File: src/slt_pkg.sv
package slt_pkg;

  // Widths of the stream fields.
  localparam int unsigned KEY_W   = 32;
  localparam int unsigned CMD_W   = 2;
  localparam int unsigned CAP_W   = 5;
  localparam int unsigned POS_W   = 4;
  localparam int unsigned LEN_W   = 5;
  localparam int unsigned ODATA_W = 16;

  // Defaults for the table size and the capacity register.
  localparam int unsigned DEPTH_DEF = 16;
  localparam logic [CAP_W-1:0] CAP_RESET = 5'd16;

  // Command codes carried in the input tuser.
  typedef enum logic [CMD_W-1:0] {
    CMD_INSERT = 2'd0,
    CMD_DELETE = 2'd1,
    CMD_SEARCH = 2'd2
  } cmd_e;

endpackage

File: src/sorted_list_table_core.sv
// Sorted key table: keeps signed 32-bit keys in ascending order, duplicates allowed.
// Input stream: s_axis_tuser carries the command (insert, delete, search), s_axis_tdata
// the key. Every accepted word produces exactly one result word on the master side:
// tuser holds the success flag, tdata the hit position, the length after the command
// and the full flag. The config channel writes the capacity register (reset 16).
// Commands are handled one at a time by a sequencer around a key memory with one write
// port and a registered read port, and signed key comparisons. A search probes one
// midpoint at a time, reading it in S_SRCH and comparing it in S_CMP. An insert walks
// down from the top of the list, one entry per cycle, moving up the entries not smaller
// than the key. A delete searches for the key and then moves the entries above the hit
// down. With 16 entries the longest command is a delete of the bottom entry, and the
// next word is taken only once the sequencer is idle, since s_axis_tready is high only
// while the sequencer is idle.
// The result sits in an output register; a stalled receiver holds it there and the
// next command is accepted and worked on, waiting for that register only at its end.
// Reset empties the table and sets the capacity to 16; the memory itself is not
// cleared, since only entries below the length are ever used.
module sorted_list_table_core #(
  parameter int unsigned DEPTH = slt_pkg::DEPTH_DEF
) (
  input  logic                        clk_i,
  input  logic                        rst_ni,
  // Config write channel: capacity.
  input  logic                        cfg_valid_i,
  output logic                        cfg_ready_o,
  input  logic [slt_pkg::CAP_W-1:0]   cfg_data_i,
  // Command stream.
  input  logic                        s_axis_tvalid,
  output logic                        s_axis_tready,
  input  logic [slt_pkg::KEY_W-1:0]   s_axis_tdata,   // [31:0] key
  input  logic [slt_pkg::CMD_W-1:0]   s_axis_tuser,   // [1:0] cmd
  // Result stream.
  output logic                        m_axis_tvalid,
  input  logic                        m_axis_tready,
  output logic [slt_pkg::ODATA_W-1:0] m_axis_tdata,   // [3:0] position, [8:4] length,
                                                      // [9] full_res, [15:10] zero
  output logic                        m_axis_tuser    // [0] ok
);
  import slt_pkg::*;

  localparam int unsigned IW = (DEPTH > 1) ? $clog2(DEPTH) : 1;
  localparam int unsigned CW = $clog2(DEPTH + 1);
  localparam int unsigned WW = (CW > CAP_W) ? CW : CAP_W;

  typedef enum logic [2:0] {
    S_IDLE,
    S_INS,
    S_INS0,
    S_SRCH,
    S_CMP,
    S_DEL,
    S_DONE
  } state_e;

  state_e                    state_q, state_d;
  logic [CAP_W-1:0]          cap_q, cap_d;
  logic [CW-1:0]             count_q, count_d;
  logic signed [KEY_W-1:0]   key_q, key_d;
  logic [CMD_W-1:0]          cmd_q, cmd_d;
  logic [CW-1:0]             idx_q, idx_d;
  logic [CW-1:0]             lo_q, lo_d;
  logic [CW-1:0]             hx_q, hx_d;
  logic [IW-1:0]             mid_q, mid_d;
  logic                      ok_q, ok_d;
  logic [IW-1:0]             pos_q, pos_d;
  logic                      m_valid_q, m_valid_d;
  logic [ODATA_W-1:0]        m_data_q, m_data_d;
  logic                      m_ok_q, m_ok_d;

  // Key memory: one write and one registered read per cycle.
  logic [KEY_W-1:0]          mem [DEPTH];
  logic                      we;
  logic [IW-1:0]             waddr;
  logic [KEY_W-1:0]          wdata;
  logic [IW-1:0]             raddr;
  logic signed [KEY_W-1:0]   rdata_q;

  logic                      in_hs;
  logic                      room;
  logic                      full;
  logic [CW:0]               mid_sum;
  logic [CW:0]               idx_p1;
  logic [CW:0]               idx_p2;

  always_ff @(posedge clk_i) begin
    if (we) begin
      mem[waddr] <= wdata;
    end
    rdata_q <= mem[raddr];
  end

  assign in_hs         = s_axis_tvalid && s_axis_tready;
  assign s_axis_tready = (state_q == S_IDLE);
  assign cfg_ready_o   = 1'b1;

  // Room for an insert: below the capacity and below the table size.
  assign room = (WW'(count_q) < WW'(cap_q)) && (count_q != CW'(DEPTH));
  assign full = !room;

  // Midpoint of the half-open window [lo, hx).
  assign mid_sum = {1'b0, lo_q} + {1'b0, hx_q} - (CW+1)'(1);
  assign idx_p1  = {1'b0, idx_q} + (CW+1)'(1);
  assign idx_p2  = {1'b0, idx_q} + (CW+1)'(2);

  // Sequencer.
  always_comb begin
    state_d   = state_q;
    cap_d     = cap_q;
    count_d   = count_q;
    key_d     = key_q;
    cmd_d     = cmd_q;
    idx_d     = idx_q;
    lo_d      = lo_q;
    hx_d      = hx_q;
    mid_d     = mid_q;
    ok_d      = ok_q;
    pos_d     = pos_q;
    m_valid_d = m_valid_q;
    m_data_d  = m_data_q;
    m_ok_d    = m_ok_q;
    we        = 1'b0;
    waddr     = '0;
    wdata     = key_q;
    raddr     = '0;

    if (m_valid_q && m_axis_tready) begin
      m_valid_d = 1'b0;
    end
    if (cfg_valid_i) begin
      cap_d = cfg_data_i;
    end

    unique case (state_q)
      S_IDLE: begin
        if (in_hs) begin
          key_d = s_axis_tdata;
          cmd_d = s_axis_tuser;
          ok_d  = 1'b0;
          pos_d = '0;
          lo_d  = '0;
          hx_d  = count_q;
          case (s_axis_tuser) inside
            CMD_INSERT: begin
              if (!room) begin
                state_d = S_DONE;
              end else if (count_q == '0) begin
                state_d = S_INS0;
              end else begin
                raddr   = IW'(count_q - CW'(1));
                idx_d   = count_q;
                state_d = S_INS;
              end
            end
            CMD_DELETE, CMD_SEARCH: begin
              state_d = S_SRCH;
            end
            default: begin
              state_d = S_DONE;
            end
          endcase
        end
      end

      // Move entries not smaller than the key up by one, from the top down.
      S_INS: begin
        we    = 1'b1;
        waddr = IW'(idx_q);
        if (rdata_q >= key_q) begin
          wdata = rdata_q;
          if (idx_q == CW'(1)) begin
            state_d = S_INS0;
          end else begin
            raddr = IW'(idx_q - CW'(2));
            idx_d = idx_q - CW'(1);
          end
        end else begin
          wdata   = key_q;
          count_d = count_q + CW'(1);
          ok_d    = 1'b1;
          state_d = S_DONE;
        end
      end

      // The key goes to the bottom entry.
      S_INS0: begin
        we      = 1'b1;
        waddr   = '0;
        wdata   = key_q;
        count_d = count_q + CW'(1);
        ok_d    = 1'b1;
        state_d = S_DONE;
      end

      // Issue the read of the next midpoint, or end on an empty window.
      S_SRCH: begin
        if (lo_q < hx_q) begin
          raddr   = IW'(mid_sum >> 1);
          mid_d   = IW'(mid_sum >> 1);
          state_d = S_CMP;
        end else begin
          state_d = S_DONE;
        end
      end

      // Compare the midpoint entry with the key.
      S_CMP: begin
        if (rdata_q == key_q) begin
          pos_d = mid_q;
          ok_d  = 1'b1;
          if (cmd_q == CMD_DELETE) begin
            if (CW'(mid_q) + CW'(1) < count_q) begin
              raddr   = IW'(CW'(mid_q) + CW'(1));
              idx_d   = CW'(mid_q);
              state_d = S_DEL;
            end else begin
              count_d = count_q - CW'(1);
              state_d = S_DONE;
            end
          end else begin
            state_d = S_DONE;
          end
        end else if (key_q > rdata_q) begin
          lo_d    = CW'(mid_q) + CW'(1);
          state_d = S_SRCH;
        end else begin
          hx_d    = CW'(mid_q);
          state_d = S_SRCH;
        end
      end

      // Move the entries above the hit down by one.
      S_DEL: begin
        we    = 1'b1;
        waddr = IW'(idx_q);
        wdata = rdata_q;
        if (idx_p2 < {1'b0, count_q}) begin
          raddr = IW'(idx_p2);
          idx_d = CW'(idx_p1);
        end else begin
          count_d = count_q - CW'(1);
          state_d = S_DONE;
        end
      end

      // Load the result word once the output register is free.
      S_DONE: begin
        if (!m_valid_q || m_axis_tready) begin
          m_valid_d = 1'b1;
          m_ok_d    = ok_q;
          m_data_d  = '0;
          m_data_d[POS_W-1:0]           = POS_W'(pos_q);
          m_data_d[POS_W +: LEN_W]      = LEN_W'(count_q);
          m_data_d[POS_W + LEN_W]       = full;
          state_d   = S_IDLE;
        end
      end

      default: begin
        state_d = S_IDLE;
      end
    endcase
  end

  always_ff @(posedge clk_i or negedge rst_ni) begin
    if (!rst_ni) begin
      state_q   <= S_IDLE;
      cap_q     <= CAP_RESET;
      count_q   <= '0;
      key_q     <= '0;
      cmd_q     <= '0;
      idx_q     <= '0;
      lo_q      <= '0;
      hx_q      <= '0;
      mid_q     <= '0;
      ok_q      <= 1'b0;
      pos_q     <= '0;
      m_valid_q <= 1'b0;
      m_data_q  <= '0;
      m_ok_q    <= 1'b0;
    end else begin
      state_q   <= state_d;
      cap_q     <= cap_d;
      count_q   <= count_d;
      key_q     <= key_d;
      cmd_q     <= cmd_d;
      idx_q     <= idx_d;
      lo_q      <= lo_d;
      hx_q      <= hx_d;
      mid_q     <= mid_d;
      ok_q      <= ok_d;
      pos_q     <= pos_d;
      m_valid_q <= m_valid_d;
      m_data_q  <= m_data_d;
      m_ok_q    <= m_ok_d;
    end
  end

  assign m_axis_tvalid = m_valid_q;
  assign m_axis_tdata  = m_data_q;
  assign m_axis_tuser  = m_ok_q;

endmodule

File: config.mk
export PLATFORM = sky130hd
export DESIGN_NAME = sorted_list_table_core
export DESIGN_NICKNAME = d
export VERILOG_FILES = /design/src/slt_pkg.sv /design/src/sorted_list_table_core.sv
export SDC_FILE = /design/constraint.sdc
export NUM_CORES = 1
export LEC_CHECK = 0
export ABC_CLOCK_PERIOD_IN_PS = 4500
export BUFFER_PORTS_ARGS = -buffer_cell sky130_fd_sc_hd__buf_2
export CAP_MARGIN = 20
export CELL_PAD_IN_SITES_DETAIL_PLACEMENT = 1
export CELL_PAD_IN_SITES_GLOBAL_PLACEMENT = 1
export CORE_MARGIN = 2
export CORE_UTILIZATION = 50
export CTS_CLUSTER_DIAMETER = 150
export DETAILED_ROUTE_END_ITERATION = 7
export GPL_ROUTABILITY_DRIVEN = 0
export PLACE_DENSITY_LB_ADDON = 0.1
export SLEW_MARGIN = 20
export SYNTH_ARGS = -nofsm -noshare
export SYNTH_HDL_FRONTEND = slang
export SYNTH_SLANG_ARGS = --single-unit
File: constraint.sdc
create_clock -name clk_i -period 4.5 [get_ports clk_i]
set_input_delay 0.675 -clock clk_i [delete_from_list [all_inputs] [get_ports clk_i]]
set_output_delay 0.675 -clock clk_i [all_outputs]
set_load 0.02 [all_outputs]
==> results of run 1 <==
==> worst max-delay path: cells and delay by family (launching register included) <==
family	cells	cell delay, ns
and+or+nand+nor	2	0.51
AOI/OAI and AO/OA	7	1.92
DFF	1	0.40
buffers and inverters	4	0.91
adders and majority gates	1	0.33
==> flip-flops by register name, summed over array words and instances (netlist names) <==
name	count
mem	512
key_q	32
rdata_q	32
m_axis_tdata	10
cap_q	5
count_q	5
hx_q	5
idx_q	5
lo_q	5
mid_q	4
pos_q	4
state_q	3
cmd_q	2
m_axis_tuser	1
m_axis_tvalid	1
ok_q	1
==> layer usage <==
layer  share of wire  global-route usage  wire length [um]
met1            0.42               0.405             34800
met2            0.48               0.482             39500
met3           0.064              0.0434              5310
met4           0.033              0.0991              2720
met5               0                   0                 0
==> through the flow <==
stage	hold slack (ns)	setup WS, ns	instances	utilization
finish	0.174	0.271	2974	0.585
global route	0.229	0.0497	2974	0.585
CTS	0.188	0.298	2974	0.585
detailed placement	0.479	0.315	2848	0.543
global placement	0.459	0.450	2848	0.543
floorplan	0.379	0.734	2118	-
==> cell families after synthesis <==
group	Yosys count	synth area share
compound gates	633	0.158
xor+xnor	18	0.00578
fa+ha+maj	66	0.0306
buf+inv	221	0.0360
flops	627	0.664
mux	83	0.0339
other cells	2	0.000276
simple gates	463	0.0720
==> layout by cell type (no fill, tap or decap), types with 8 or more instances in the layout <==
master	Yosys	final
mux2i_1	9	9
a221oi_1	135	135
xnor2_1	14	14
edfxtp_1	512	512
a221o_1	34	33
clkbuf_8	0	10
clkbuf_16	0	72
nand2_1	310	306
o21ai_1	14	14
nand4_1	8	8
clkbuf_1	70	19
nand3_1	20	20
mux2_2	74	74
nor2_1	72	58
a21oi_1	245	244
o21ai_0	88	88
a21o_1	9	8
buf_2	49	55
buf_12	0	30
nor2_4	2	16
ha_1	65	65
nand2b_1	8	8
nor2b_1	12	12
dfrtp_1	82	82
clkinv_2	0	11
inv_1	72	72
a22oi_1	33	33
o311a_1	32	32
buf_4	14	98
dfxtp_1	32	32
==> power by group <==
group | internal (mW) | switching [mW] | leakage [nW]
registers | 8.28 | 0.560 | 5.93
logic | 3.91 | 6.86 | 4.47
clock network | 3.34 | 2.31 | 1.11
total | 15.5 | 9.73 | 11.5
==> final cells by class <==
| cell class | count | area share |
|---|---|---|
| Clock buffer | 101 | 0.0638 |
| Clock inverter | 25 | 0.00818 |
| Inverter | 72 | 0.00858 |
| Multi-Input combinational cell | 1270 | 0.266 |
| Sequential cell | 627 | 0.575 |
| Tap cell | 696 | 0.0277 |
| Timing Repair Buffer | 183 | 0.0512 |
==> worst max path at each step <==
stage | cells after the start | slack [ns] | to
5_1_grt | 15 | 0.05 | rdata_q[10]
6_report | 14 | 0.27 | rdata_q[16]
4_1_cts | 14 | 0.30 | rdata_q[16]
2_1_floorplan | 4 | 0.73 | mem[0][0]
3_3_place_gp | 15 | 0.45 | rdata_q[10]
3_5_place_dp | 15 | 0.31 | rdata_q[2]
==> metrics.txt, run 1 <==
post-synth top area share=0.564; slew margin rel.=0.339; count leader, synth=edfxtp_1; IO Port Bufs=56; Initial Util=0.506; unrepaired setup endpoints after global routing=false; Post-Synthesis Cell Area=27300 um^2; flops & latches, synth=627; GR Overflow Total=0; Pleak=11.5 nW; CTS Buf Count=68; fill count=5258; PD cells=802 nW/um^2; DP HPWL=48.5 mm; # clock sinks=627; MaxCap Viol Count=0; EDFF count, synth=512; Reg area=18100 um^2; first-pass GRT wire length=124 mm; Tcrit/Tclk final=0.940; Initial DRC Count=1598; Routed Antenna Nets=0; area occupied by multi-input gates=8380 um^2; Area growth, synth to finish=15.6%; Reg2Reg Depth=14; cell taking the most area after synthesis=edfxtp_1; Tot Pwr=25.3 mW; TNS Setup=0 ns; final setup violation count=0; post-CTS sizing=0; slowest CP cell=a2111oi_0; Peak Freq=236 MHz; worst path cell trace=ha_1, nand4_1, buf_4, a2111oi_0, buf_4, o31ai_1, a31oi_4, a21o_1, a21oi_4, buf_12, buf_12, a221oi_1, nor2_1, o311a_1; TritonCTS clock tree=yes; # hold bufs at CTS=0; FF-to-FF Start=key_q[14]; WS Path Type=register to register; Crit. Startpoint=key_q[14]; worst path arrival time=4.71 ns; fin area=31500 um^2; Worst EP required=4.98 ns; Core Region=53800 um^2; unique cell type count in the Yosys netlist=71; status=complete, no violations; fin crit period=4.23 ns; boundary pin count=64; drt pass-1 iters=5; commonest cells in the synthesized netlist=edfxtp_1, nand2_1, a21oi_1; routed wire length=82.3 mm; Final Hold Vio Count=0; prevailing post-synth register cell=edfxtp_1; Max clock buf depth=3; DIE HEIGHT=237 um; antenna cells=0; sequential element share of the synthesized area=0.664; via count=18900; worst hold path type=input port to asynchronous set/reset pin; Vias per Instance=6.37; syn_area_per_cell=12.9 um^2; post-CTS setup buffers=0; H-tree levels=3; Nets=2332; CTS root buffer=clkbuf_16; Layout Skew=0.0261 ns; largest net degree at the start of global routing=87; Mapped Cells=2113; vias in the first global route=19900; Post-synth ARST share=0.132; DRC Markers=0; R2R Setup Slk=0.27 ns; Die W=237 um; Ys Warns=0; dpl cell area=29200 um^2; Slew @ Worst Pin=0.990 ns; peak supply drop=0.450 mV; antenna violations before repair=0; Avg WL per Cell=27.7 um; crit path launch type=register; DIE AREA=56400 um^2; Clock Pin Slew Worst Setup and Hold Paths=0.06 ns; global-route usage over all layers=0.294; element type at the critical path end=register; layout cell share with drive strength beyond 1=0.180; Slew Limit Fails=0; clk_lat worst skew=0.62 ns; crit-path max cell delay=0.41 ns; std cell rows=85; Worst R2R End=rdata_q[16]; top cells by area, synth=edfxtp_1, dfrtp_1, a21oi_1; top fanout value on the critical path=60
Power figures use the tool's default switching activity.
==> inputs of run 2 (changes only) <==
Settings changed: ABC_CLOCK_PERIOD_IN_PS 4500 to 3700, CORE_UTILIZATION 50 to 47.
Clock period 4.5 ns to 3.7 ns, I/O delays scaled along.
==> run 2 against run 1 <==
Effect of this change:
- the run now ends with negative setup slack left
- core utilization grew 0.54 points
- non-clock buffer count grew 123
- cell count grew 6.6%
- hold slack lost 0.069 ns
- setup slack lost 0.32 ns
- fmax grew 13%
- sequential share of layout area shrank 4.1 points
- register-to-register slack lost 0.32 ns
- first-iteration DRC count shrank 12%
- flip-flop and latch count is the same
- critical path type unchanged
==> metrics.txt, run 2 (synthesis gave the netlist of run 1 again) <==
antenna cells=0; Pleak=12.5 nW; Initial DRC Count=1401; Reg2Reg Depth=18; Largest register FFs=512; Worst EP required=4.20 ns; vias in the first global route=20800; PD cells=997 nW/um^2; Slew @ Worst Pin=1.03 ns; crit-path max cell delay=0.37 ns; Crit. Startpoint=rdata_q[9]; via count=19700; IO Port Bufs=56; Routed Antenna Nets=0; dpl cell area=30000 um^2; global-route usage over all layers=0.295; Tot Pwr=33.8 mW; Vias per Instance=6.22; routed wire length=89.8 mm; Avg WL per Cell=28.3 um; Slew Limit Fails=0; clock share of power=0.212; std cell rows=88; WS Path Type=register to register; Post-Place Cells=2993; Clock Pin Slew Worst Setup and Hold Paths=0.06 ns; GR Overflow Total=0; Worst R2R End=rdata_q[24]; Peak Freq=267 MHz; worst path cell trace=inv_1, ha_4, nand4_1, buf_6, nor4_4, buf_4, nand3_4, nor4b_4, a211o_2, buf_6, nor2_4, a21o_4, buf_12, buf_16, a21oi_2, a22oi_1, a221o_1, o311a_1; Final Hold Vio Count=0; top flop regs=mem: 512 flops, key_q: 32 flops, rdata_q: 32 flops; first-pass GRT wire length=131 mm; Nets=2458; Layout Skew=0.0235 ns; fin crit period=3.75 ns; MaxCap Viol Count=0; top fanout value on the critical path=6; Tcrit/Tclk final=1.01; CTS Buf Count=70; Core Region=57500 um^2; FF-to-FF Start=rdata_q[9]; TritonCTS clock tree=yes; status=complete, but fails checks; Die W=245 um; largest register by flop count=mem; DIE AREA=59900 um^2; drt pass-1 iters=5; TNS Setup=-0.208 ns; Int Power=20.8 mW; largest net degree at the start of global routing=70; final core utilization=0.591; crit path launch type=register; kind of cell adding the most delay to the critical path=compound AO/OA/AOI/OAI gates; worst hold path type=input port to asynchronous set/reset pin; Area growth, synth to finish=24.6%; # clock sinks=627; Max clock buf depth=3; combinational share of power=0.472; CTS root buffer=clkbuf_16; sw frac=0.386; H-tree levels=3; slew margin rel.=0.313; Flop pwr share=0.316; DIE HEIGHT=245 um; element type at the critical path end=register; most common cell after layout, fill and taps aside=edfxtp_1; Post-Layout Cell Count=3170; worst path arrival time=4.25 ns; critical path depth=18; clk_lat worst skew=0.63 ns; unrepaired setup endpoints after global routing=true; Initial Util=0.474; peak supply drop=0.524 mV; R2R Setup Slk=-0.05 ns; most frequent cells in the layout=edfxtp_1, nand2_1, a21oi_1, buf_4, a221oi_1; boundary pin count=64; layout cell share with drive strength beyond 1=0.271; slowest CP cell=dfxtp_1; final setup violation count=12; CP Capture Point=rdata_q[24]; Critical Path Most Common Cell=buf_6; fin area=33900 um^2; antenna violations before repair=0; DRC Markers=0; worst setup margin=-0.0497 ns; failing checks=negative setup slack; Switch Pwr=13.1 mW; DP HPWL=49.0 mm; Crit path buffers/inverters=6
-- run 2: worst min path at each step --
stage               cells after the start         endpoint  slack (ns)            start
floorplan                               0         cap_q[0]        0.26           rst_ni
global placement                        2         cmd_q[1]        0.46         cmd_q[1]
CTS                                     2         key_q[6]        0.13  s_axis_tdata[6]
finish                                  1  m_axis_tdata[1]        0.10           rst_ni
detailed placement                      2          hx_q[3]        0.48          hx_q[3]
global route                            2         key_q[6]        0.16  s_axis_tdata[6]
-- run 2: stage by stage --
| stage | setup slack [ns] | hold slack [ns] |
|---|---|---|
| finish | -0.0497 | 0.105 |
| detailed placement | -0.321 | 0.483 |
| global placement | -0.352 | 0.456 |
| global route | -0.102 | 0.161 |
| CTS | -0.00428 | 0.133 |
| floorplan | 0.114 | 0.259 |
-- run 2: power groups by stage --
stage / combinational (mW) / clock, mW / sequential (mW)
6_report: 16.0 / 7.18 / 10.7
5_1_grt: 17.0 / 7.51 / 10.8
4_1_cts: 14.9 / 7.26 / 10.6
3_5_place_dp: 13.8 / 0 / 10.8
3_3_place_gp: 13.2 / 0 / 10.7
2_1_floorplan: 7.99 / 0 / 10.7
-- run 2: cell type report --
class	instances	area, um^2
Fill cell	5582	23500
Sequential cell	627	18100
Multi-Input combinational cell	1271	9190
Timing Repair Buffer	306	3070
Clock buffer	97	2030
Tap cell	765	957
Clock inverter	32	330
Inverter	72	270
-- run 2: worst register-to-register path, cell delays in order (launching register included) --
cell and delay [ns]:
dfxtp_1 0.37, inv_1 0.10, ha_4 0.28, nand4_1 0.17, buf_6 0.20, nor4_4 0.21, buf_4 0.20, nand3_4 0.09
nor4b_4 0.28, a211o_2 0.25, buf_6 0.12, nor2_4 0.06, a21o_4 0.30, buf_12 0.17, buf_16 0.14, a21oi_2 0.13
a22oi_1 0.09, a221o_1 0.35, o311a_1 0.13
-- run 2: layer usage --
metal | vias up | share of wire | track usage
li1 | 8545 | - | -
met5 | - | 0 | 0
met2 | 709 | 0.49 | 0.504
met1 | 10200 | 0.41 | 0.378
met3 | 206 | 0.059 | 0.0446
met4 | 0 | 0.036 | 0.113
-- run 2: repair_timing --
action / 4_1_cts / 5_1_grt
hold buffers: 0 / 0
endpoints found under the setup margin: 544 / 85
resized for setup: 54 / 134
hold endpoints to repair: 0 / 0
buffers inserted: 18 / 15
pin swaps: 23 / 46
cloned: 12 / 6
